$ cat src/sv/covtr_pkg.sv
// ----------------------------------------------------------------------------
// covtr_pkg
// Request, mode and register codes, and the command and status bundles
// passed between the recorder controller and datapath.
// ----------------------------------------------------------------------------
`default_nettype none

package covtr_pkg;

	// request codes
	localparam logic [1:0] REQ_LOC  = 2'd0;
	localparam logic [1:0] REQ_CMP  = 2'd1;
	localparam logic [1:0] REQ_READ = 2'd2;

	// trace modes
	localparam logic [1:0] MODE_LOC  = 2'd1;
	localparam logic [1:0] MODE_CMP  = 2'd2;
	localparam logic [1:0] MODE_EDGE = 2'd3;

	// configuration register indexes
	localparam logic [1:0] REG_MODE   = 2'd0;
	localparam logic [1:0] REG_AREA   = 2'd1;
	localparam logic [1:0] REG_OFFSET = 2'd2;

	// width of the area register and its reset value
	localparam int unsigned AREA_W = 13;
	localparam logic [AREA_W-1:0] AREA_RESET = 13'd4096;

	// smallest area that holds the count word and one comparison record
	localparam logic [AREA_W-1:0] CMP_REC_MIN = 13'd5;
	// log2 of the words in one comparison record
	localparam int unsigned CMP_SHIFT = 2;

	// edge hash multiplier
	localparam logic [63:0] HASH_MULT = 64'h61C8864680B583EB;

	// words of one comparison record, in write order
	localparam logic [1:0] CW_TYPE = 2'd0;
	localparam logic [1:0] CW_A    = 2'd1;
	localparam logic [1:0] CW_B    = 2'd2;
	localparam logic [1:0] CW_LOC  = 2'd3;

	// partial product steps of the hash multiply
	localparam logic [1:0] MUL_LL  = 2'd0;
	localparam logic [1:0] MUL_HL  = 2'd1;
	localparam logic [1:0] MUL_LH  = 2'd2;
	localparam logic [1:0] MUL_SUM = 2'd3;

	// operation class of an accepted item
	typedef logic [2:0] covtr_kind_t;
	localparam covtr_kind_t KIND_NONE = 3'd0;
	localparam covtr_kind_t KIND_READ = 3'd1;
	localparam covtr_kind_t KIND_EDGE = 3'd2;
	localparam covtr_kind_t KIND_LOC  = 3'd3;
	localparam covtr_kind_t KIND_CMP  = 3'd4;

	typedef struct packed {
		logic       accept;
		logic       clear;
		logic       exec;
		logic       mul_en;
		logic [1:0] mul_ph;
		logic       wr_data;
		logic [1:0] wsel;
		logic       wr_cnt;
		logic       load_out;
	} covtr_cmd_t;

	typedef struct packed {
		covtr_kind_t kind;
		logic        rec;
		logic        clr_last;
	} covtr_sts_t;

endpackage

`default_nettype wire

$ cat src/sv/covtr_ctrl.sv
// ----------------------------------------------------------------------------
// covtr_ctrl
// Sequencer for the recorder: clearing sweep, item acceptance, memory
// write steps, hash multiply steps and hand-off to the result register.
// ----------------------------------------------------------------------------
`default_nettype none

module covtr_ctrl (
	input  logic                  clk,
	input  logic                  arst_n,
	input  logic                  in_valid,
	output logic                  in_ready,
	output logic                  out_valid,
	input  logic                  out_ready,
	input  covtr_pkg::covtr_sts_t sts,
	output covtr_pkg::covtr_cmd_t cmd
);

	localparam logic [3:0] ST_CLEAR = 4'd0;
	localparam logic [3:0] ST_IDLE  = 4'd1;
	localparam logic [3:0] ST_EXEC  = 4'd2;
	localparam logic [3:0] ST_MUL1  = 4'd3;
	localparam logic [3:0] ST_MUL2  = 4'd4;
	localparam logic [3:0] ST_MUL3  = 4'd5;
	localparam logic [3:0] ST_WDATA = 4'd6;
	localparam logic [3:0] ST_WCNT  = 4'd7;
	localparam logic [3:0] ST_DONE  = 4'd8;

	logic [3:0] state_q, state_d;
	logic [1:0] wsel_q, wsel_d;
	logic       out_valid_q, out_valid_d;
	logic       out_free;

	assign out_free  = !out_valid_q || out_ready;
	assign in_ready  = (state_q == ST_IDLE);
	assign out_valid = out_valid_q;

	// next state and commands
	always_comb begin
		cmd     = '0;
		state_d = state_q;
		wsel_d  = wsel_q;
		unique case (state_q)
			ST_CLEAR: begin
				cmd.clear = 1'b1;
				if (sts.clr_last) begin
					state_d = ST_IDLE;
				end
			end
			ST_IDLE: begin
				if (in_valid) begin
					cmd.accept = 1'b1;
					state_d    = ST_EXEC;
				end
			end
			ST_EXEC: begin
				cmd.exec = 1'b1;
				wsel_d   = covtr_pkg::CW_TYPE;
				priority if (sts.kind == covtr_pkg::KIND_EDGE) begin
					cmd.mul_en = 1'b1;
					cmd.mul_ph = covtr_pkg::MUL_LL;
					state_d    = ST_MUL1;
				end else if (sts.kind == covtr_pkg::KIND_LOC ||
						sts.kind == covtr_pkg::KIND_CMP) begin
					state_d = ST_WDATA;
				end else begin
					state_d = ST_DONE;
				end
			end
			ST_MUL1: begin
				cmd.mul_en = 1'b1;
				cmd.mul_ph = covtr_pkg::MUL_HL;
				state_d    = ST_MUL2;
			end
			ST_MUL2: begin
				cmd.mul_en = 1'b1;
				cmd.mul_ph = covtr_pkg::MUL_LH;
				state_d    = ST_MUL3;
			end
			ST_MUL3: begin
				cmd.mul_en = 1'b1;
				cmd.mul_ph = covtr_pkg::MUL_SUM;
				state_d    = ST_DONE;
			end
			ST_WDATA: begin
				if (sts.rec) begin
					cmd.wr_data = 1'b1;
					cmd.wsel    = wsel_q;
					if (sts.kind == covtr_pkg::KIND_LOC || wsel_q == covtr_pkg::CW_LOC) begin
						state_d = ST_WCNT;
					end else begin
						wsel_d = wsel_q + 2'd1;
					end
				end else begin
					state_d = ST_DONE;
				end
			end
			ST_WCNT: begin
				cmd.wr_cnt = 1'b1;
				state_d    = ST_DONE;
			end
			ST_DONE: begin
				if (out_free) begin
					cmd.load_out = 1'b1;
					state_d      = ST_IDLE;
				end
			end
			default: begin
				state_d = ST_IDLE;
			end
		endcase
	end

	// hold the result valid until transfer
	always_comb begin
		out_valid_d = out_valid_q;
		priority if (cmd.load_out) begin
			out_valid_d = 1'b1;
		end else if (out_ready) begin
			out_valid_d = 1'b0;
		end
	end

	always_ff @(posedge clk or negedge arst_n) begin
		if (!arst_n) begin
			state_q     <= ST_CLEAR;
			wsel_q      <= covtr_pkg::CW_TYPE;
			out_valid_q <= 1'b0;
		end else begin
			state_q     <= state_d;
			wsel_q      <= wsel_d;
			out_valid_q <= out_valid_d;
		end
	end

endmodule

`default_nettype wire

$ cat config.mk
export PLATFORM = sky130hd
export DESIGN_NAME = covtr_ctrl
export DESIGN_NICKNAME = d
export VERILOG_FILES = /design/src/sv/covtr_pkg.sv /design/src/sv/covtr_ctrl.sv
export SDC_FILE = /design/constraint.sdc
export NUM_CORES = 1
export LEC_CHECK = 0
export BUFFER_PORTS_ARGS = -buffer_cell sky130_fd_sc_hd__buf_4
export CAP_MARGIN = 20
export CORE_MARGIN = 3
export CORE_UTILIZATION = 42
export DETAILED_ROUTE_END_ITERATION = 12
export GPL_ROUTABILITY_DRIVEN = 1
export PLACE_DENSITY = 0.83
export SYNTH_ARGS = -nofsm -noshare
export SYNTH_HDL_FRONTEND = slang
export SYNTH_SLANG_ARGS = --single-unit
$ cat constraint.sdc
create_clock -name clk -period 1.5 [get_ports clk]
set_input_delay 0.225 -clock clk [delete_from_list [all_inputs] [get_ports clk]]
set_output_delay 0.225 -clock clk [all_outputs]
set_load 0.01 [all_outputs]
==> key figures, run 1 <==
Final layout
  • Area of the multi-input gates: 481.7 µm²
  • Final net count: 120
  • Fin cells: around 120
  • Layout cell share with drive strength beyond 1: 55.05%
  • Reg area: 176.4 µm²
  • Ant diodes: 0
  • Area Overhead vs Synth: 69.49%
  • Design area: between 1000 and 1500 µm²
  • Fill count: 85

Critical path
  • Critical path data required time: 1.27 ns
  • R2r setup slk: about 0.03 ns
  • Crit path arrival time: roughly 1.3 ns
  • Startpoint Class: register
  • R2r worst-path depth: 4
  • CP Class: reg -> out
  • Nature of the critical path endpoint: primary output
  • Worst r2r src: state_q[3]
  • Crit-path max FO: 6
  • RR Endpoint: state_q[0]

Synthesis
  • Post-synthesis async set-or-reset flop share: 100.0%
  • Sequential fraction of the synthesis area: between 20 and 30%
  • Primary FF master, synth: dfrtp_1
  • Number of synthesized flops with an enable pin: 0
  • Syn Nets: around 80
  • Yosys cell types: 36
  • Yosys warns: 0
  • Yosys top cell by area: dfrtp_1
  • Syn_area_per_cell: ~8.4 µm²
  • Number of synthesized register bits: 7
  • Mapped cell area: slightly above 600 µm²
  • Synth Instances: 72
  • Yosys top cell area share: 28.87%
  • Synth area leaders: dfrtp_1 (29%), nand2b_1 (8.2%), a21oi_1 (4.1%)

Timing
  • Final Hold Viols: 0
  • Max-slew headroom: a little over two thirds
  • Final Max Slew Viols: 0
  • RSZ-0062 raised after global routing: true
  • Worst-Margin Slew: approximately 0.44 ns
  • Fmax: about 0.64 GHz
  • Final setup fails: 7
  • Final Cycle Share: 104.2%
  • Worst Slack Setup Final: -0.06274 ns
  • Min Hold Slack: ~0.29 ns
  • Clk_skew: slightly below 0.002 ns
  • Fin crit period: between 1.5 and 2 ns

Placement
  • Pre-CTS setup slack: 0.01452 ns
  • Port bufs: 21
  • HPWL Detailed: approximately 1.1 mm
  • Placer Congestion: roughly 0.79
  • Post-Place Cell Area: roughly 800 µm²
  • Placed Instances: 110

GRT
  • First-pass GRT wire length: approximately 2.7 mm
  • Pin count of the biggest net entering global routing: 10
  • Vias in the first global route: 630
  • Number of antenna violations at the first check in global routing: 0
  • GRT Resource Usage Total: about a fifth
  • Gr ovfl total: 0

Die
  • Core ar.: ~1300 µm²
  • Die area: ~1900 µm²
  • I/O Pins: 22
  • Row Count: 13
  • Starting Density: a little under half
  • Die Ht: 44.01 µm
  • DIE WIDTH: 44.01 µm

Status
  • Violated checks: setup timing
  • Status: complete, but fails checks

Power and ir drop
  • Max IR drop VDD: between 1000 and 1500 µV
  • P_leak: 0.5042 nW
  • Total Power: just under 2 mW
  • Power per Cell Area: ~1900 nW/µm²

Clocking
  • Clock Latency Late Sink: ~0.24 ns
  • CTS tree: yes
  • TritonCTS Buffers: 3
  • Clock Sinks: 7
  • CTS H-tree lvls: 1
  • Clk root buf: clkbuf_4
  • Clock Path Buffers: 2
  • Clk slew on worst S/H paths: 0.05 ns

Routing
  • Post-route DRC: 0
  • Final WL: around 2.2 mm
  • Initial DRT Pass Iterations: 4
  • Routed Antenna Nets: 0
  • Iter 0 DRT Violations: 38
  • Wirelength per Cell: about 18 µm
  • Vias/cell: 5.984
  • Detailed-route via count: 742

Hold path
  • Worst min path class: in -> reg
  • Hold path start: out_ready
  • WHS Path Cells: 3
  • Hold endpoint: out_valid

Run
  • Max-Cap Viols: 0
==> synthesized netlist by cell type, drive strengths merged (2+ instances only) <==
| cell type | count |
|---|---|
| o21ai | 3 |
| a21oi | 5 |
| o22ai | 2 |
| nor2b | 4 |
| nor3b | 2 |
| buf | 4 |
| nor2 | 5 |
| dfrtp | 7 |
| inv | 2 |
| nand2b | 8 |
| nor3 | 2 |
| a22o | 2 |
| and3 | 3 |
| nand2 | 4 |
==> metal layers <==
layer,up-vias,global-route usage (%),part of all wire (%)
li1,338,-,-
met1,351,20.66,39
met2,41,32.56,52
met3,12,2.033,5.4
met4,0,14.46,3.7
met5,-,0,0
==> where the power goes <==
group | switching [mW] | leakage, nW | internal, mW
combinational | 0.670 | 0.397 | 0.759
sequential | 0.0858 | 0.0917 | 0.262
clock | 0.0600 | 0.0150 | 0.101
==> cells in the final DEF, fill, tap and decap left out, types with 2 or more instances in the layout <==
master and instances:
a21oi_1 3, a21oi_2 2, a22o_1 2, and3_1 3
buf_4 29, buf_6 8, clkbuf_4 3, dfrtp_1 6
inv_1 2, nand2_1 3, nand2b_1 5, nand2b_4 2
nor2_1 3, nor2_2 2, nor2b_1 2, nor3_4 2
nor3b_1 2, o21ai_1 2, o22ai_1 2
==> logic make-up (layout without fill, tap and decap cells) <==
family | Yosys count | count (layout) | share of synthesized area [%]
DFF | 7 | 7 | 28.87
buffers and inverters | 7 | 44 | 5.567
AOI/OAI and AO/OA | 21 | 21 | 25.36
and+or+nand+nor | 35 | 35 | 36.29
muxes | 1 | 1 | 1.856
adders and majority gates | 1 | 1 | 2.062
==> final cells by class <==
| type | count | share of cell area (%) |
|---|---|---|
| Multi-Input combinational cell | 58 | 46.84 |
| Inverter | 2 | 0.7299 |
| Tap cell | 15 | 1.825 |
| Sequential cell | 7 | 17.15 |
| Clock buffer | 4 | 2.555 |
| Timing Repair Buffer | 38 | 30.90 |
==> metrics by stage <==
step / utilization [%] / setup TNS, ns
after detailed placement: 60.69 / 0
after global routing: 77.11 / -0.7421
after global placement: 60.69 / 0
after floorplan: - / 0
after CTS: 69.14 / -0.09363
final: 77.11 / -0.2412
==> sequential cells by signal, indices dropped and copies added (netlist names) <==
name       cells
state_q        4
wsel_q         2
out_valid      1
==> worst max-delay path, stage by stage, from the launching register on <==
cell and delay, ns:
dfrtp_1 0.43, and4bb_4 0.40, nand2_4 0.07, nor2_2 0.08, buf_4 0.12
==> worst max-delay path by stage <==
| stage | from | end | slack, ns |
|---|---|---|---|
| 6_report | state_q[3] | cmd[3] | -0.06 |
| 5_1_grt | state_q[3] | cmd[3] | -0.11 |
| 4_1_cts | state_q[0] | cmd[3] | -0.04 |
| 3_5_place_dp | state_q[3] | state_q[0] | 0.01 |
| 3_3_place_gp | state_q[3] | state_q[0] | 0.08 |
| 2_1_floorplan | state_q[0] | state_q[0] | 0.09 |
==> repair_timing <==
action                     in CTS  in global routing
hold endpoints to repair        7                  0
gates cloned                    0                  0
setup endpoints to repair       6                 13
setup buffers                   6                  3
resized for setup               7                 21
hold buffers                    1                  0
pin swaps                       2                  8
Note: power is estimated with default switching activity, not from simulation.
==> inputs of run 2 (changes only) <==
Settings changed: BUFFER_PORTS_ARGS -buffer_cell sky130_fd_sc_hd__buf_4 to not set, CORE_AREA set to 3 3 40 42, CORE_MARGIN 3 to not set, CORE_UTILIZATION 42 to not set, DIE_AREA set to 0 0 43 45, DONT_BUFFER_PORTS set to 1, PLACE_DENSITY 0.83 to 0.74.
==> key figures, run 2 (synthesis results as in run 1) <==
Status
  • Status: complete, but fails checks
  • Violated checks: setup timing

GRT
  • Number of antenna violations at the first check in global routing: 0
  • Vias in the first global route: around 550
  • GRT Resource Usage Total: 17.56%
  • Pin count of the biggest net entering global routing: 12
  • Gr ovfl total: 0
  • First-pass GRT wire length: around 2.5 mm

Final layout
  • Most frequent cells in the layout: buf_4 (10), nand2b_1 (6), buf_6 (5), dfrtp_2 (4)
  • Area of the multi-input gates: around 460 µm²
  • Area Overhead vs Synth: 38.97%
  • Fill count: 107
  • Final net count: 99
  • Most flops, register: state_q
  • Design area: ~840 µm²
  • Layout cell share with drive strength beyond 1: between 40 and 50%
  • Largest register FFs: 4
  • Ant diodes: 0
  • Reg area: 180.2 µm²
  • Commonest non-fill, non-tap cell in the layout: buf_4

Die
  • Starting Density: between 40% and 50%
  • Row Count: 13
  • DIE WIDTH: 43 µm
  • Core ar.: between 1000 and 1500 µm²
  • Die area: between 1500 and 2000 µm²
  • Die Ht: ~45 µm
  • I/O Pins: 22

Critical path
  • Crit-path max FO: 5
  • Startpoint Class: register
  • Nature of the critical path endpoint: primary output
  • Crit-path slowest cell: dfrtp_2
  • Critical path data required time: roughly 1.3 ns
  • Crit path arrival time: 1.30 ns
  • Largest delay share family, worst path: simple AND/OR/NAND/NOR gates
  • CP peak stage delay: between 0.4 and 0.5 ns
  • Worst Path Buf+Inv: 1
  • CP Class: reg -> out
  • Crit path cell chain: and4bb_4, buf_6, and3_4

Timing
  • Max-slew headroom: 74.24%
  • Clk_skew: about 0.0017 ns
  • Worst Slack Setup Final: -0.02584 ns
  • Final setup fails: 3
  • Final Max Slew Viols: 0
  • Fmax: ~0.66 GHz
  • Final Cycle Share: 101.7%
  • Min Hold Slack: roughly 0.18 ns
  • RSZ-0062 raised after global routing: true
  • Worst-Margin Slew: 0.3856 ns
  • Fin crit period: between 1.5 and 2 ns
  • Final Hold Viols: 0

Routing
  • Initial DRT Pass Iterations: 4
  • Vias/cell: around 6.0
  • Routed Antenna Nets: 0
  • Iter 0 DRT Violations: 16
  • Detailed-route via count: between 600 and 700
  • Wirelength per Cell: 16.26 µm
  • Post-route DRC: 0
  • Final WL: 1.675 mm

Power and ir drop
  • Clock Power Share: between 10% and 20%
  • Sw frac: between 40% and 50%
  • Internal: 0.9119 mW
  • P_leak: between 0.3 and 0.4 nW
  • Reg power frac: a little under a quarter
  • Max IR drop VDD: 1194 µV
  • Switching pwr: 0.6680 mW
  • Power per Cell Area: 1874 nW/µm²
  • Comb power frac: approximately 66%

Hold path
  • Worst min path class: in -> reg

Placement
  • HPWL Detailed: about 1.1 mm
  • Port bufs: 0
  • Placer Congestion: 0.7825
  • Post-Place Cell Area: 659.4 µm²

Clocking
  • Clock Path Buffers: 2
  • TritonCTS Buffers: 3
  • CTS H-tree lvls: 1
  • Clock Latency Late Sink: 0.24 ns
  • Clk slew on worst S/H paths: 0.05 ns
  • CTS tree: yes
  • Clk root buf: clkbuf_4
  • Clock Sinks: 7

Run
  • Max-Cap Viols: 0
-- run 2: cell count changes in the layout (fill, tap and decap cells not counted), moves of 3 or more --
cell     previous run  this run
dfrtp_1             6         3
buf_4              29        10
dfrtp_2             1         4
buf_6               8         5
-- run 2: what timing repair did --
action                                 in CTS  in global routing
setup endpoints to repair                   7                 14
gates resized for setup                    16                  9
hold buffers                                1                  0
setup buffers                               4                  4
endpoints found under the hold margin       7                  0
pin swaps                                   3                  4
-- run 2: per-stage QoR --
| stage | utilization, % | setup WS, ns | power (mW) | cells | TNS [ns] |
|---|---|---|---|---|---|
| 2_1_floorplan | - | 0.08816 | 0.8941 | 72 | 0 |
| 3_3_place_gp | 51.31 | 0.08117 | 1.071 | 90 | 0 |
| 3_5_place_dp | 51.31 | 0.02737 | 1.094 | 90 | 0 |
| 4_1_cts | 61.15 | -0.04724 | 1.448 | 99 | -0.1032 |
| 5_1_grt | 65.63 | -0.07459 | 1.708 | 103 | -0.4022 |
| 6_report | 65.63 | -0.02584 | 1.580 | 103 | -0.04159 |
-- run 2: power groups by stage --
stage / clock network, mW / registers (mW) / logic [mW]
after global routing: 0.185 / 0.387 / 1.14
after floorplan: 0 / 0.323 / 0.571
final: 0.164 / 0.376 / 1.04
after global placement: 0 / 0.361 / 0.710
after detailed placement: 0 / 0.367 / 0.727
after CTS: 0.177 / 0.372 / 0.899
-- run 2: cell type report --
cell class | count | share of cell area [%]
Timing Repair Buffer | 17 | 17.36
Sequential cell | 7 | 21.37
Multi-Input combinational cell | 58 | 55.04
Clock buffer | 4 | 3.116
Tap cell | 15 | 2.226
Inverter | 2 | 0.8902
-- run 2: worst paths after layout --
path | endpoint | slack (ns) | from | cells past startpoint
worst max-delay path | cmd[2] | -0.03 | state_q[3] | 3
worst min-delay path | state_q[1] | 0.18 | in_valid | 2
worst max register to register | state_q[0] | 0 | state_q[3] | 5
worst min register to register | wsel_q[1] | 0.55 | wsel_q[1] | 1
max in group asynchronous | state_q[1] | 0.94 | arst_n | 1
min in group asynchronous | out_valid | 0.31 | arst_n | 1
-- run 2: routing by layer --
layer  vias up  part of all wire [%]  global-route usage, %
met1       291                    41                  23.27
li1        296                     -                      -
met5         -                     0                      0
met3         6                   5.0                  1.992
met2        28                    53                  28.44
met4         0                   1.0                  9.036
==> inputs of run 3 (changes only) <==
--- a/config.mk
+++ b/config.mk
@@ -8,4 +8,5 @@
 export CAP_MARGIN = 20
 export CORE_AREA = 3 3 40 42
+export CTS_BUF_LIST = sky130_fd_sc_hd__clkbuf_8
 export DETAILED_ROUTE_END_ITERATION = 12
 export DIE_AREA = 0 0 43 45
@@ -13,4 +14,5 @@
 export GPL_ROUTABILITY_DRIVEN = 1
 export PLACE_DENSITY = 0.74
+export SLEW_MARGIN = 0
 export SYNTH_ARGS = -nofsm -noshare
 export SYNTH_HDL_FRONTEND = slang
==> constraint.sdc (replaced) <==
create_clock -name clk -period 1.5 [get_ports clk]
set_input_delay 0.3 -clock clk [delete_from_list [all_inputs] [get_ports clk]]
set_output_delay 0.3 -clock clk [all_outputs]
set_load 0.01 [all_outputs]
==> key figures, run 3 (synthesis results as in run 1) <==
Status
  • Status: complete, but fails checks
  • Violated checks: setup timing

Timing
  • Final Cycle Share: 102.4%
  • Min Hold Slack: 0.2895 ns
  • Final Max Slew Viols: 0
  • Sum Neg Setup Slack: -0.08480 ns
  • Worst Slack Setup Final: -0.03673 ns
  • Worst-Margin Slew: ~0.38 ns
  • Clk_skew: 0.001305 ns
  • Final setup fails: 6
  • Fmax: 0.6507 GHz
  • Max-slew headroom: 74.70%
  • RSZ-0062 raised after global routing: true
  • Final Hold Viols: 0
  • Fin crit period: around 1.5 ns

Run
  • Max-Cap Viols: 0

Power and ir drop
  • P_leak: between 0.3 and 0.4 nW
  • Power per Cell Area: between 1500 and 2000 nW/µm²
  • Total Power: between 1.5 and 2 mW
  • Max IR drop VDD: between 1000 and 1500 µV

Critical path
  • Crit-path slowest cell: dfrtp_2
  • Startpoint Class: register
  • CP peak stage delay: ~0.44 ns
  • Nature of the critical path endpoint: primary output
  • Setup crit start: state_q[1]
  • Worst r2r src: state_q[0]
  • Crit path cell chain: buf_6, nor4_4, buf_4
  • R2r setup slk: 0.02 ns
  • CP Class: reg -> out
  • Crit path arrival time: approximately 1.2 ns
  • Crit-path max FO: 7
  • Critical path data required time: between 1 and 1.5 ns

Clocking
  • Clock Latency Late Sink: roughly 0.22 ns
  • CTS H-tree lvls: 1
  • CTS tree: yes
  • TritonCTS Buffers: 3
  • Clk slew on worst S/H paths: approximately 0.04 ns
  • Clock Path Buffers: 2
  • Clk root buf: clkbuf_8
  • Clock Sinks: 7

Die
  • I/O Pins: 22
  • Starting Density: between 40% and 50%
  • Die Ht: approximately 45 µm
  • Core ar.: between 1000 and 1500 µm²
  • Die area: between 1500 and 2000 µm²
  • Row Count: 13
  • DIE WIDTH: between 40 and 50 µm

Placement
  • Placer Congestion: 0.8259
  • HPWL Detailed: about 1.1 mm
  • Post-Place Cell Area: approximately 660 µm²
  • Port bufs: 0

Hold path
  • Hold path start: in_valid
  • Worst min path class: in -> reg

Final layout
  • Most frequent cells in the layout: buf_4 (9), nand2b_1 (6), nor2_1 (4), dfrtp_1 (4)
  • Commonest non-fill, non-tap cell in the layout: buf_4
  • Area of the multi-input gates: 462.9 µm²
  • Fill count: approximately 100
  • Ant diodes: 0
  • Largest register FFs: 4
  • Most flops, register: state_q
  • Final net count: 96
  • Area Overhead vs Synth: 37.11%
  • Design area: 832.0 µm²
  • Layout cell share with drive strength beyond 1: around two fifths
  • Reg area: 178.9 µm²
  • Final Util: around two thirds

Routing
  • Detailed-route via count: between 500 and 600
  • Final WL: approximately 1.5 mm
  • Initial DRT Pass Iterations: 2
  • Post-route DRC: 0
  • Routed Antenna Nets: 0
  • Wirelength per Cell: around 15 µm
  • Vias/cell: approximately 5.9
  • Iter 0 DRT Violations: 7

GRT
  • Vias in the first global route: between 500 and 600
  • Number of antenna violations at the first check in global routing: 0
  • First-pass GRT wire length: about 2.4 mm
  • Pin count of the biggest net entering global routing: 11
  • GRT Resource Usage Total: between 10% and 20%
  • Gr ovfl total: 0
run 3: power breakdown:
group / internal (mW) / total [mW] / switching [mW]
registers: 0.268 / 0.369 / 0.102
clock network: 0.176 / 0.249 / 0.0726
logic: 0.524 / 1.02 / 0.492
total: 0.968 / 1.63 / 0.666
run 3: cell type report:
cell class | count | share of cell area, %
inverter | 2 | 1.203
clock inverter | 1 | 0.4511
tap | 15 | 2.256
sequential | 7 | 21.50
timing repair buffer | 14 | 13.99
multi-input combinational | 58 | 55.64
clock buffer | 3 | 4.962
run 3: metrics by stage:
step,cells,worst slack (ns)
floorplan,72,0.08816
global placement,90,0.04685
detailed placement,90,0.005506
CTS,99,-0.03595
global route,100,-0.09779
finish,100,-0.03673
run 3: final timing paths:
path,end,cells past startpoint
min reg2reg,wsel_q[1],1
max in group asynchronous,state_q[1],1
max,cmd[9],3
min in group asynchronous,wsel_q[1],1
max reg2reg,state_q[0],4
min,state_q[1],2
run 3: layer usage:
metal	wire [µm]	vias up	GRT usage, %
met4	0	0	3.614
met1	606	280	18.36
met3	107	0	5.578
met5	0	-	0
li1	-	291	-
met2	813	16	29.34
run 3: critical path, delay by kind of cell (launching register included):
family,cells,cell delay (ns)
buf+inv,2,0.31
simple gates,1,0.27
flops,1,0.44
run 3: timing repair:
| action | 4_1_cts | 5_1_grt |
|---|---|---|
| pin swaps | 6 | 4 |
| buffers inserted | 4 | 1 |
| hold endpoints to repair | 7 | 0 |
| hold buffers | 1 | 0 |
| resized for setup | 15 | 7 |
| setup endpoints to repair | 11 | 12 |
